<file path="config.mk">
export PLATFORM = sky130hd
export DESIGN_NAME = rc6_ctrl
export DESIGN_NICKNAME = d
export VERILOG_FILES = /design/src/rtl/rc6_pkg.sv /design/src/rtl/rc6_ctrl.sv
export SDC_FILE = /design/constraint.sdc
export NUM_CORES = 1
export LEC_CHECK = 0
export BUFFER_PORTS_ARGS = -buffer_cell sky130_fd_sc_hd__buf_2
export CAP_MARGIN = 20
export CORE_AREA = 4 4 41 43
export CTS_BUF_LIST = sky130_fd_sc_hd__clkbuf_4 sky130_fd_sc_hd__clkbuf_8
export DETAILED_ROUTE_END_ITERATION = 8
export DIE_AREA = 0 0 45 47
export PLACE_DENSITY = 0.58
export SYNTH_ARGS = -nofsm -noshare
export SYNTH_HDL_FRONTEND = slang
export SYNTH_SLANG_ARGS = --single-unit
</file>
<file path="constraint.sdc">
create_clock -name clk_i -period 1.5 [get_ports clk_i]
set_input_delay 0.15 -clock clk_i [delete_from_list [all_inputs] [get_ports clk_i]]
set_output_delay 0.15 -clock clk_i [all_outputs]
set_load 0.01 [all_outputs]
</file>
<file path="src/rtl/rc6_pkg.sv">
// ----------------------------------------------------------------------------
// rc6_pkg: shared constants and types for the RC6-32/20 block cipher
// Round count, key length, magic constants and controller/datapath signals.
// ----------------------------------------------------------------------------
package rc6_pkg;
  localparam int unsigned Rounds   = 20;
  localparam int unsigned KeyBytes = 16;
  localparam int unsigned RkCount  = 2 * Rounds + 4;
  localparam int unsigned KeyWords = (KeyBytes + 3) / 4;
  localparam int unsigned MixSteps = 3 * ((RkCount > KeyWords) ? RkCount : KeyWords);
  localparam int unsigned RkW      = $clog2(RkCount);
  localparam int unsigned LwW      = (KeyWords > 1) ? $clog2(KeyWords) : 1;
  localparam int unsigned StepW    = $clog2(MixSteps + 1);
  localparam int unsigned RndW     = $clog2(Rounds + 2);
  localparam logic [31:0] MagicP   = 32'hB7E15163;
  localparam logic [31:0] MagicQ   = 32'h9E3779B9;

  localparam logic [1:0] CfgKey0 = 2'd0;

  typedef struct packed {
    logic key_init;   // load key words, set round key counter
    logic fill;       // write P + i*Q at rk index
    logic mix;        // one mixing phase (read, or compute and write)
    logic blk_load;   // load block and apply pre-whitening
    logic blk_round;  // one cipher round
    logic blk_final;  // post-whitening
  } rc6_cmd_t;

  typedef struct packed {
    logic fill_last;
    logic mix_last;
    logic round_last;
  } rc6_sts_t;

  function automatic logic [31:0] rotl(input logic [31:0] x, input logic [4:0] n);
    logic [63:0] w;
    w = {x, x} << n;
    return w[63:32];
  endfunction

  function automatic logic [31:0] rotr(input logic [31:0] x, input logic [4:0] n);
    logic [63:0] w;
    w = {x, x} >> n;
    return w[31:0];
  endfunction
endpackage

</file>
<file path="src/rtl/rc6_ctrl.sv">
// ----------------------------------------------------------------------------
// rc6_ctrl: sequencer for key expansion and block processing
// Runs the schedule after reset and each key write, then rounds per block.
// ----------------------------------------------------------------------------
module rc6_ctrl (
  input  logic              clk_i,
  input  logic              rst_ni,
  input  logic              rekey_i,
  input  logic              in_valid_i,
  output logic              in_ready_o,
  output logic              out_valid_o,
  input  logic              out_ready_i,
  output rc6_pkg::rc6_cmd_t cmd_o,
  input  rc6_pkg::rc6_sts_t sts_i
);
  localparam logic [2:0] StInit  = 3'd0;
  localparam logic [2:0] StFill  = 3'd1;
  localparam logic [2:0] StMix   = 3'd2;
  localparam logic [2:0] StIdle  = 3'd3;
  localparam logic [2:0] StWhite = 3'd4;
  localparam logic [2:0] StRound = 3'd5;
  localparam logic [2:0] StFinal = 3'd6;
  localparam logic [2:0] StOut   = 3'd7;

  logic [2:0] state_q, state_d;
  logic       pend_q, pend_d;

  always_comb begin
    state_d = state_q;
    pend_d  = pend_q | rekey_i;
    cmd_o   = '0;
    in_ready_o  = 1'b0;
    out_valid_o = 1'b0;
    case (state_q)
      StInit: begin
        cmd_o.key_init = 1'b1; pend_d = rekey_i; state_d = StFill;
      end
      StFill: begin
        cmd_o.fill = 1'b1;
        if (sts_i.fill_last) state_d = StMix;
      end
      StMix: begin
        cmd_o.mix = 1'b1;
        if (sts_i.mix_last) state_d = pend_d ? StInit : StIdle;
      end
      StIdle: begin
        in_ready_o = !pend_q;
        if (pend_q) state_d = StInit;
        else if (in_valid_i) begin
          cmd_o.blk_load = 1'b1; state_d = StWhite;
        end
      end
      StWhite: state_d = StRound;
      StRound: begin
        cmd_o.blk_round = 1'b1;
        if (sts_i.round_last) state_d = StFinal;
      end
      StFinal: begin
        cmd_o.blk_final = 1'b1; state_d = StOut;
      end
      StOut: begin
        out_valid_o = 1'b1;
        if (out_ready_i) state_d = StIdle;
      end
      default: state_d = StInit;
    endcase
  end

  always_ff @(posedge clk_i or negedge rst_ni) begin
    if (!rst_ni) begin
      state_q <= StInit; pend_q <= 1'b0;
    end else begin
      state_q <= state_d; pend_q <= pend_d;
    end
  end
endmodule
</file>
**Word level (Yosys, flattened, before mapping)**

Index checks and enable logic that the tools add are counted.

- Mux-type cells: 19
- Reductions and logical operators: 3
- Equality and inequality tests: 12
- Bitwise logic cells: 1

Operators by type and width:

| kind | number |
|---|---|
| 3-bit one-hot mux with 8 select lines | 1 |
| 3-bit 2-to-1 mux | 6 |
| 3-bit == test, second input constant | 4 |
| 1-bit 2-to-1 mux | 11 |
| 2-bit inequality test, second input constant | 4 |
| 3-bit by 2-bit == test with 1-bit output, second input constant | 2 |
| 5-bit AND reduction | 1 |
| 3-bit by 1-bit == test with 1-bit output, second input constant | 1 |
| 3-bit zero test | 1 |
| 3-bit inequality test, second input constant | 1 |
| 2-bit 2-to-1 mux | 1 |
| 1-bit zero test | 1 |
| 1-bit bitwise OR | 1 |

- Flip-flop bits (word level): 4
- Input port bits: 8
- Output and inout bits: 8

**Longest topological paths before layout**

Gate-level depths: netlist of the first run.

- Depth after elaboration: 4
- Gate-level depth with buffers: 4
- Mapped depth without buffers: 3

**Worst setup path before layout of the first run**

OpenSTA, ideal clock, no wires.

- Path kind: reg2reg
- Start point: register state_q[1]
- End point: register pend_q
- Library setup time: 0.134 ns
- Path buffers: 1
- Stages on the path, launching flop included: 4
- Path slack: 0.312 ns
- Arrival time: 1.054 ns
- Cell sequence: dfrtp_1 > buf_4 > nor3_1 > o21bai_1

- Cells in the longest elaborated chain, start to end: 2

RTL lines:

| element | RTL line | RTL |
|---|---|---|
| start, declared | rc6_ctrl.sv:25 | `logic [2:0] state_q, state_d;` |
| start signal, assigned | rc6_ctrl.sv:73 | `state_q <= state_d; pend_q <= pend_d;` |
| 3-bit zero test | rc6_ctrl.sv:34 | `case (state_q)` |
| 1-bit 2-to-1 mux | rc6_ctrl.sv:34 |  |
| named net pend_d | rc6_ctrl.sv:26 | `logic pend_q, pend_d;` |
| end signal, assigned | rc6_ctrl.sv:73 |  |
| end, declared | rc6_ctrl.sv:26 |  |

The timed path passes the listed nets, and every way through them passes these cells.
A chain may end at the register's enable or synchronous reset.

==> results of run 1 <==
==> metrics by stage <==
step                      power (uW)  TNS, ps  worst slack, ps
after floorplan                679.9        0            311.6
after global placement         797.5        0            180.6
after detailed placement       793.9        0            163.4
after CTS                      938.5        0            13.12
after global routing            1092   -9.026           -7.998
final                           1005        0            47.69
==> routing by layer <==
layer  vias to the layer above  wire [um]
met1                       164        429
met2                        13        386
li1                        182          -
met3                         2         59
met5                         -          0
met4                         0          8
==> cells by family after synthesis <==
| family | after synthesis | share of synthesized area, % |
|---|---|---|
| buf+inv | 6 | 11.42 |
| flops | 4 | 27.68 |
| mux | 1 | 2.768 |
| compound gates | 9 | 18.34 |
| simple gates | 18 | 39.79 |
==> layout by cell type (no fill, tap or decap), types with 2 or more instances in the layout <==
master and count:
sky130_fd_sc_hd__buf_4 5, sky130_fd_sc_hd__dfrtp_2 3, sky130_fd_sc_hd__nor2_1 4, sky130_fd_sc_hd__inv_1 3, sky130_fd_sc_hd__a31oi_1 3, sky130_fd_sc_hd__nor3_1 2, sky130_fd_sc_hd__clkbuf_4 3, sky130_fd_sc_hd__nor3b_1 3
sky130_fd_sc_hd__buf_2 15
==> where the power goes <==
| part | leakage (uW) | internal, uW | switching [uW] | total, uW |
|---|---|---|---|---|
| Clock | 0.0000138 | 89.8 | 48.7 | 138 |
| Sequential | 0.0000441 | 171 | 127 | 298 |
| Combinational | 0.000181 | 313 | 255 | 568 |
==> state kept, by name (all words and copies together), names as in the netlist <==
signal	count
state_q	3
pend_q	1
==> worst paths after layout <==
| kind | start | depth (start not counted) | endpoint |
|---|---|---|---|
| max in group asynchronous | rst_ni | 2 | state_q[0]$_DFFE_PN0P_ |
| min | rekey_i | 2 | pend_q$_DFF_PN0_ |
| max reg2reg | state_q[1]$_DFFE_PN0P_ | 4 | state_q[1]$_DFFE_PN0P_ |
| max | state_q[2]$_DFFE_PN0P_ | 3 | cmd_o[2] |
| min reg2reg | pend_q$_DFF_PN0_ | 2 | pend_q$_DFF_PN0_ |
| min in group asynchronous | rst_ni | 2 | state_q[1]$_DFFE_PN0P_ |
==> timing repair <==
item / in CTS / in global routing
hold buffers: 1 / 0
setup endpoints to repair: 1 / 2
resized for setup: 2 / 1
setup buffers: 0 / 3
hold endpoints to repair: 4 / 0
==> cell type report <==
cell class / count / area (um2) / area share, %
clock buffers: 3 / 22.52 / 4.511
inverters: 3 / 11.26 / 2.256
multi-input cells: 28 / 220.2 / 44.11
flip-flops and latches: 4 / 103.9 / 20.80
well taps: 15 / 18.77 / 3.759
repair buffers: 21 / 122.6 / 24.56
==> results.md, run 1 <==
- The run finished with clean final reports.
- The count of final max-slew check failures came to 0.
- The number of iterations in the first detailed-routing pass is 2.
- IR analysis of the VDD net gives a maximum drop of slightly above 900 uV.
- The placed instances occupy a cell area of ~440 um2.
- The sort of element at the end of the critical path is an output pin.
- For met3 alone, demand over resource in global routing was ~3.8%.
- The number of remaining DRC errors is 0.
- The min-delay analysis places its worst path in the category in2reg.
- In this run the count of I/O pins placed on the die edge is 16.
- The mean post-synth cell area is between 9 and 10 um2.
- The most used flip-flop cell after synthesis is sky130_fd_sc_hd__dfrtp_1.
- Summed over all cells, the static leakage comes to between 0.0002 and 0.00025 uW.
- The post-CTS clock slew at the launch and capture registers of the worst setup and hold paths is roughly 40 ps.
- In this run the tightest slew margin relative to its limit is about four fifths.
- The number of enable-type register cells in the synthesized netlist is 0.
- The via count of the first global-routing pass is around 340.
- The antenna diode instance count is 0.
- The most congested layer reported by global routing is met1.
- The number of distinct library cell variants in the gate-level netlist after synthesis is 24.
- The worst setup skew after layout is ~6 ps.
- The count of clock tree sinks is 4.
- Once detail routing completed, the nets flagged for antenna violations numbered 0.
- In this design, the stage delay of the slowest critical-path cell is 460 ps.
- Across all layers, the routed design uses 361 vias.
- The per-cell routed wire length is between 10 and 15 um.
- The total buffers and inverters traversed by the critical path is 1.
- The TritonCTS clock tree is yes.
- The number of failing hold endpoints at the final stage was 0.
- After legalization and detailed placement, the total HPWL measured roughly 630 um.
- The share of the core filled with cells in the final layout is 38.37%.
- The region available for standard cell placement spans 0.001301 mm2.
- For this configuration, the core starts out at a cell density of 27.79%.
- The synthesized design devotes to its leading area cell type between 20 and 30% of total area.
- STA classifies the critical path startpoint as a register.
- The final critical delay including setup and external delays is 1452 ps.
- The number of buffers added on ports is 15.
- The cell count after placement is 67.
- The critical path required time is about 1400 ps.
- The clock root buffer is sky130_fd_sc_hd__clkbuf_4.
- Of all cell types, the one taking the most synthesized area is sky130_fd_sc_hd__dfrtp_1.
- The number of filler instances in the final layout is around 140.
- The share of final-layout standard cells stronger than drive strength 1 is 52.54%.
- The final design instance area without fill is between 400 and 500 um2.
- Summed over all layers, the global routing overflow is 0.
- The setup violation total in the final timing report is 0.
- The initial antenna violation count is 0.
- The CTS H-tree depth is 1.
- The signal on the critical path passes through and4bb_4, and2_2, buf_2.
- The critical path is of the reg2out type.
- Summing every instance area after synthesis gives approximately 360 um2.
- Max-cap violations in this run came to 0.
- Setup slack on the worst reg-to-reg path comes out at ~190 ps.
- Buffers inserted during clock tree synthesis total 3.
- Clock latency on the worst-skew pair, taken at its later pin, is between 200 and 250 ps.
- The cell area power density is approximately 2000 mW/mm2.
- Sorting the synthesized cells by area gives the leading types as sky130_fd_sc_hd__dfrtp_1 28%, sky130_fd_sc_hd__nor4b_4 6.6%, sky130_fd_sc_hd__buf_6 6.2%.
- In the global route stage, met1 resource usage came out at between 10% and 20%.
- The last weighted congestion value of the routability-driven placer is ~0.78.
- The met2 track demand over resource in global routing is 12.43%.
- By count the netlist is led by 4 x sky130_fd_sc_hd__dfrtp_1, 4 x sky130_fd_sc_hd__nor2_1, 3 x sky130_fd_sc_hd__a31oi_1, 3 x sky130_fd_sc_hd__inv_1, 3 x sky130_fd_sc_hd__nor3b_1.
- The kind of cell with the highest combined delay along the critical path is simple AND/OR/NAND/NOR gates.
- The final layout contains about 70 nets.
- The wire length of the first global-routing pass is 1.442 mm.
- Static timing analysis puts the maximum clock frequency at between 600 and 700 MHz.
- Synthesis handed over a netlist of 38 instances.
- In this run the horizontal extent of the chip is approximately 45 um.
- The largest driver fanout on the critical path is 10.
- The part of the cycle the worst path needs is a little over nine tenths.
- The total of warnings raised by yosys is 0.
- The total global-route track usage is 9.573%.
- After floorplanning, the core was divided into 13 placement rows.
- The worst-case clock buffer depth is 2.
- Data arrives at the worst endpoint at ~1300 ps.
- At the pin with the least slew margin, the transition time is ~290 ps.
- The layout-stage area growth over the synthesis result is 38.06%.
- The die covers between 0.002 and 0.0025 mm2.
- In the synthesized netlist the async set-or-reset flop fraction comes to between 90% and 100%.
- On the final layout, the worst hold slack is 127.3 ps.
- The net count after synthesis is 46.
- The detailed router finished its first iteration with 9 violations.
- The number of synthesized register bits is 4.
- Measured along the y axis, the die boundary spans roughly 47 um.
- Among all stages on the critical path, the largest delay is contributed by sky130_fd_sc_hd__dfrtp_2.
- The final instance count without filler cells is 74.
- Summing the sequential cell areas from Yosys gives roughly 28% of the chip area.
- The pin count of the biggest net entering global routing is 17.
- The sum of routed wire length over all layers is a little under 900 um.
- Using the TritonRoute via totals, the vias-per-cell ratio works out to 4.878.
(Power assumes the default switching activity.)
==> run 2: changes to the inputs <==
Settings changed: PLACE_DENSITY 0.58 to 0.55.
==> run 2 against run 1 <==
  * Worst setup slack improved by 28 ps
  * Largest cell class unchanged
  * Routed wire length rose by 5.2%
  * Cell area rose by 2.5%
  * Critical path depth did not move
  * Via count fell by 1.4%
==> results.md, run 2 (synthesis results as in run 1) <==
- The flow ran to the end, and the final reports show no timing, DRC or antenna violations.
- The multi-input gate area in the final layout is approximately 230 um2.
- The kind of launch point of the worst setup path is a register.
- Clock tree synthesis inserted a total of 3 buffers.
- The number of vias after detailed routing is about 360.
- Relative to the synthesized area, the layout overhead comes to 41.52%.
- The worst setup skew after layout is between 2 and 2.5 ps.
- The share of final-layout standard cells stronger than drive strength 1 is a little under three fifths.
- The post-CTS clock slew at the launch and capture registers of the worst setup and hold paths is approximately 40 ps.
- In the final routed layout, each cell accounts on average for around 12 um.
- The pre-antenna-repair detailed-routing pass consisted of 4 iterations.
- Measured on the finished design, the core utilization comes to roughly two fifths.
- The sort of element at the end of the critical path is an output pin.
- The net count of the finished layout is 70.
- The sum of routed wire length over all layers is 929 um.
- The count of final max-slew check failures is 0.
- Ranked by flip-flop count, first place goes to state_q.
- The total global-route track usage is a little under a tenth.
- Derived from the worst setup path, the maximum achievable clock frequency is 702.1 MHz.
- The worst slew margin relative to its limit is between 70% and 80%.
- Dividing the final minimum period by the clock period gives between 90 and 100%.
- The critical path required time is 1350 ps.
- For the worst setup path, the data arrival time is ~1300 ps.
- Setup repair after global routing left no endpoint under its margin.
- The critical path is of the reg2out type.
- The detail route stage leaves a number of antenna-violating nets equal to 0.
- The cell area power density is between 2000 and 2500 mW/mm2.
- The clock root buffer is sky130_fd_sc_hd__clkbuf_4.
- The cell row count is 13.
- The number of max-cap violations is 0.
- Summing internal, switching and leakage power gives 1035 uW.
- The worst-case vdd ir drop is 810.2 uV.
- The register with the most flip-flops in the layout has 3 of them.
- The pin count of the biggest net entering global routing is 15.
- The wire-length estimate of the detail-placed layout is around 650 um.
- The final total negative setup slack is 0 ps.
- The smallest clock period supported by the final layout is computed as between 1000 and 1500 ps.
- The number of ports placed on the die boundary is 16.
- The last weighted congestion value of the routability-driven placer is 0.7825.
- For this design the static power due to leakage is roughly 0.00025 uW.
- The number of failing hold endpoints at the final stage was 0.
- In the final layout, the registers with the most flip-flops are state_q x3, pend_q x1.
- In this run the horizontal extent of the chip is roughly 45 um.
- The floorplan step defined a core boundary enclosing ~0.0013 mm2.
- TritonCTS built the clock tree.
- The min-delay analysis places its worst path in the category in2reg.
- The overall die area is 0.002115 mm2.
- The filler cells instantiated in the layout total about 150.
- The number of remaining DRC errors is 0.
- The antenna diode instance count is 0.
- The number of buffers added on ports is 15.
- The die is 47 um tall.
- In the layout the commonest cells are 15 x sky130_fd_sc_hd__buf_2, 6 x sky130_fd_sc_hd__buf_4, 4 x sky130_fd_sc_hd__nor2_1.
- The CTS H-tree depth is 1.
- The via count of the first global-routing pass is about 320.
- The initial standard-cell utilization of the core is roughly 28%.
- The library cell used most frequently in the layout, excluding fill and tap cells, is sky130_fd_sc_hd__buf_2.
- For the worst-skew pair, the clock arrives at the later sink with an insertion delay of 240 ps.
- The wire length of the first global-routing pass is between 1 and 1.5 mm.
- The number of violations reported at the end of detailed-routing iteration 0 is 5.
- No sink is reached through more buffers than the 2 on the longest clock path.
- The total global routing overflow is 0.
- Setup violations remaining at the end of the flow were counted as 0.
- The routed via count divided by cell count is between 4 and 5.
- The initial antenna violation count is 0.
- The count of clock tree sinks is 4.
- At the pin with the least slew margin, the transition time is between 300 and 400 ps.
- The area of all sequential standard cells is between 100 and 150 um2.
- Along the worst path, the maximum fanout reaches 7.
-- run 2: cell types whose count changed in the layout (fill, tap and decap cells not counted), sizes merged --
cell,change
buf,+1
-- run 2: where the power goes --
part | total, uW | switching (uW) | internal (uW) | leakage (uW)
Sequential | 290 | 119 | 172 | 0.0000441
Clock | 137 | 47.4 | 89.7 | 0.0000138
Combinational | 607 | 272 | 335 | 0.000187
Total | 1030 | 439 | 596 | 0.000245
-- run 2: area by class of cell --
cell class | instances | area share, %
multi-input combinational | 28 | 44.01
timing repair buffer | 22 | 25.43
sequential | 4 | 20.29
clock buffer | 3 | 4.401
tap | 15 | 3.667
inverter | 3 | 2.200
-- run 2: path summary, 6_finish.rpt --
check	start	endpoint	slack, ps	cells after the start
setup / recovery	state_q[2]$_DFFE_PN0P_	cmd_o[2]	80	3
hold / removal	rekey_i	pend_q$_DFF_PN0_	130	2
setup reg to reg	state_q[0]$_DFFE_PN0P_	state_q[1]$_DFFE_PN0P_	220	4
hold reg to reg	pend_q$_DFF_PN0_	pend_q$_DFF_PN0_	580	2
max in group asynchronous	rst_ni	state_q[1]$_DFFE_PN0P_	1130	2
min in group asynchronous	rst_ni	pend_q$_DFF_PN0_	240	2
-- run 2: per-layer routing --
metal  track usage [%]  vias up  wire [um]
met5                 0        -          0
met4             7.018        0         19
met3             3.448        2         72
met2             12.99       15        392
met1             12.30      156        444
li1                  -      183          -
-- run 2: worst max-delay path: stages (launching register included) --
cell                       delay, ps
sky130_fd_sc_hd__dfrtp_2         440
sky130_fd_sc_hd__and4bb_4        340
sky130_fd_sc_hd__and2_2          140
sky130_fd_sc_hd__buf_2           120
-- run 2: metrics by stage --
stage	hold slack, ps	setup slack [ps]	cell area, um2	instances
after global placement	-42.91	171.8	432.9	66
after floorplan	-145.6	311.6	361.6	38
after detailed placement	-41.87	169.6	432.9	66
final	129.0	75.66	511.7	75
after CTS	128.7	9.749	469.2	70
after global routing	140.8	25.72	511.7	75
-- run 2: timing repair --
item / CTS / global route
hold endpoints to repair: 4 / 0
buffers inserted: 0 / 5
resized for setup: 3 / 1
endpoints found under the setup margin: 2 / 2
hold buffers: 1 / 0
==> run 3: changes to the inputs <==
Settings changed: CTS_BUF_LIST sky130_fd_sc_hd__clkbuf_4 sky130_fd_sc_hd__clkbuf_8 to sky130_fd_sc_hd__clkbuf_8.
==> run 3 against run 2 <==
  * Non-clock buffer count fell by 5
  * Clock skew down 1.5 ps
  * Total power decreased by 2.5%
  * Critical path type unchanged
  * Largest power group unchanged
  * Count of clock-buffer cells in the layout is the same
  * Worst setup slack worse by 35 ps
  * Routed wire length shrank 4.4%
==> results.md, run 3 (synthesis results as in run 1) <==
- The count of cells along the worst register-to-register path is 3.
- Summing all multi-input logic gate instances after layout gives 220.2 um2.
- For this run, design rule violations remaining after detail routing come to 0.
- The number of logic stages on the critical path including buffering is 3.
- The clock root buffer is sky130_fd_sc_hd__clkbuf_8.
- The core area is about 0.0013 mm2.
- The clock passes through at most 2 buffers.
- The static power due to leakage is 0.0002264 uW.
- The total global routing overflow is 0.
- The kind of cell with the highest combined delay on the critical path is simple AND/OR/NAND/NOR gates.
- The die is between 40 and 50 um tall.
- STA puts the critical path data required time at approximately 1400 ps.
- At the later pin of the worst-skew pair, clock insertion delay measures between 200 and 250 ps.
- The routed design has approximately 900 um of wire.
- CTS built an H-tree with a depth of 1.
- The number of nets with antenna violations after routing is 0.
- The number of violations reported at the end of detailed-routing iteration 0 is 6.
- The setup violation total in the final timing report is 0.
- Headroom to the max-slew limit came out at 79.29%.
- The via count of the first global-routing pass is about 340.
- The number of buffers and inverters on the critical path is 1.
- For the worst setup path, the data arrival time is approximately 1300 ps.
- Once detailed placement completed, the half-perimeter wirelength came to 650.1 um.
- The initial standard-cell utilization of the core is about 28%.
- The total global-route track usage is roughly a tenth.
- The die is around 45 um wide.
- The part of the cycle the worst path needs is between 90 and 100%.
- The setup check on the worst reg-to-reg path leaves a slack of ~270 ps.
- The register with the highest flop count is state_q.
- The initial antenna violation count is 0.
- STA classifies the critical path endpoint as an output pin.
- The per-cell routed wire length is approximately 13 um.
- The area of all sequential standard cells is ~100 um2.
- The wire length of the first global-routing pass is between 1.5 and 2 mm.
- The measured slew at the worst slew-check pin is 309.9 ps.
- The achievable clock frequency is between 600 and 700 MHz.
- Leaving out fill and tap cells, the most frequent cells in the layout are 15 x sky130_fd_sc_hd__buf_2, 4 x sky130_fd_sc_hd__nor2_1.
- The number of max-cap violations is 0.
- The post-route netlist has approximately 49% of its cells at a drive strength greater than 1.
- In this run, CTS created clock tree buffers numbering 3.
- The layout has about 140 filler cells.
- The count of final max-slew check failures came to 0.
- The worst hold path belongs to the class in2reg.
- In the final layout, the registers with the most flip-flops are state_q x3, pend_q x1.
- The count of clock tree sinks is 4.
- The leading cell type in the layout, fill and taps excluded is sky130_fd_sc_hd__buf_2.
- The critical path in this run is classified as reg2out.
- The count of buffers added on input and output ports is 15.
- Setup repair after global routing left no endpoint under its margin.
- The largest driver fanout on the critical path is 12.
- The TritonCTS clock tree is yes.
- The number of flip-flops in the largest register is 3.
- The routed via count divided by cell count is between 4 and 5.
- The final critical delay including setup and external delays is 1460 ps.
- The antenna diode instance count is 0.
- 16 I/O pins were placed.
- Dividing total power by cell area gives a power density of around 2100 mW/mm2.
- The biggest cell delay along the critical path is 480 ps.
- The pin count of the biggest net entering global routing is 15.
- The highest-delay cell along the critical path is sky130_fd_sc_hd__dfrtp_2.
- The post-CTS clock slew at the launch and capture registers of the worst setup and hold paths is around 30 ps.
- Across the VDD grid, the largest voltage drop is between 1000 and 1500 uV.
- The cell row count is 13.
- The critical path goes through and4bb_4, and2_2, buf_2.
- The final layout contains 65 nets.
- The die covers 0.002115 mm2.
- Compared with the post-synthesis result, the final layout area differs by 34.95%.
- The clock arrives with about 0.59 ps of skew.
- The routed layout has 348 vias.
- Final hold analysis gives a worst-case slack of ~150 ps.
- For this run, the detailed router's first-pass iteration total came to 3.
- At the end of routability-driven placement, the weighted congestion stood at about 0.78.
- The run finished with clean final reports.
- The number of failing hold endpoints at the final stage came to 0.
- STA classifies the critical path startpoint as a register.
- The worst hold path passes through 2 cells.
- After routing, the total negative slack on setup checks comes to 0 ps.
## run 3: changes by cell type in the layout (fill, tap and decap cells not counted), sizes merged
cell and delta:
buf -5
## run 3: layout make-up
type | count | share of cell area, %
clock buffers | 3 | 8.462
inverters | 3 | 2.308
multi-input cells | 28 | 45.13
flip-flops and latches | 4 | 21.28
well taps | 15 | 3.846
repair buffers | 17 | 18.97
## run 3: final timing paths
kind,end,start
setup / recovery,cmd_o[2],state_q[2]$_DFFE_PN0P_
hold / removal,pend_q$_DFF_PN0_,rekey_i
setup reg to reg,state_q[1]$_DFFE_PN0P_,state_q[0]$_DFFE_PN0P_
hold reg to reg,pend_q$_DFF_PN0_,pend_q$_DFF_PN0_
max in group asynchronous,state_q[2]$_DFFE_PN0P_,rst_ni
min in group asynchronous,pend_q$_DFF_PN0_,rst_ni
## run 3: worst register-to-register path: cells and delay by family (launching register included)
family          cells  cell delay, ps
flops               1             490
compound gates      2             350
simple gates        1             260
## run 3: layer usage
layer	up-vias	routed length [um]	track usage (%)
met5	-	0	0
met3	4	74	3.448
met2	16	364	14.12
met4	0	21	7.018
li1	174	-	-
met1	154	428	13.44
## run 3: where the power goes
group / leakage, uW / internal, uW / switching, uW
logic: 0.000161 / 250 / 204
registers: 0.0000441 / 171 / 159
clock network: 0.0000216 / 171 / 53.9
## run 3: what timing repair did
item                                   4_1_cts  5_1_grt
setup endpoints to repair                    1        2
endpoints found under the hold margin        4        0
cloned                                       0        0
gates resized for setup                      2        1
setup buffers                                0        0
hold buffers                                 1        0
## run 3: per-stage QoR
step / instance area [um2] / utilization (%) / total power, uW / cells / worst slack [ps]
after floorplan: 361.6 / - / 679.9 / 38 / 311.6
after global placement: 432.9 / 33.27 / 781.9 / 66 / 171.8
after detailed placement: 432.9 / 33.27 / 778.7 / 66 / 169.6
after CTS: 486.7 / 37.40 / 1022 / 70 / 6.676
after global routing: 488.0 / 37.50 / 1098 / 70 / 2.060
final: 488.0 / 37.50 / 1009 / 70 / 40.23
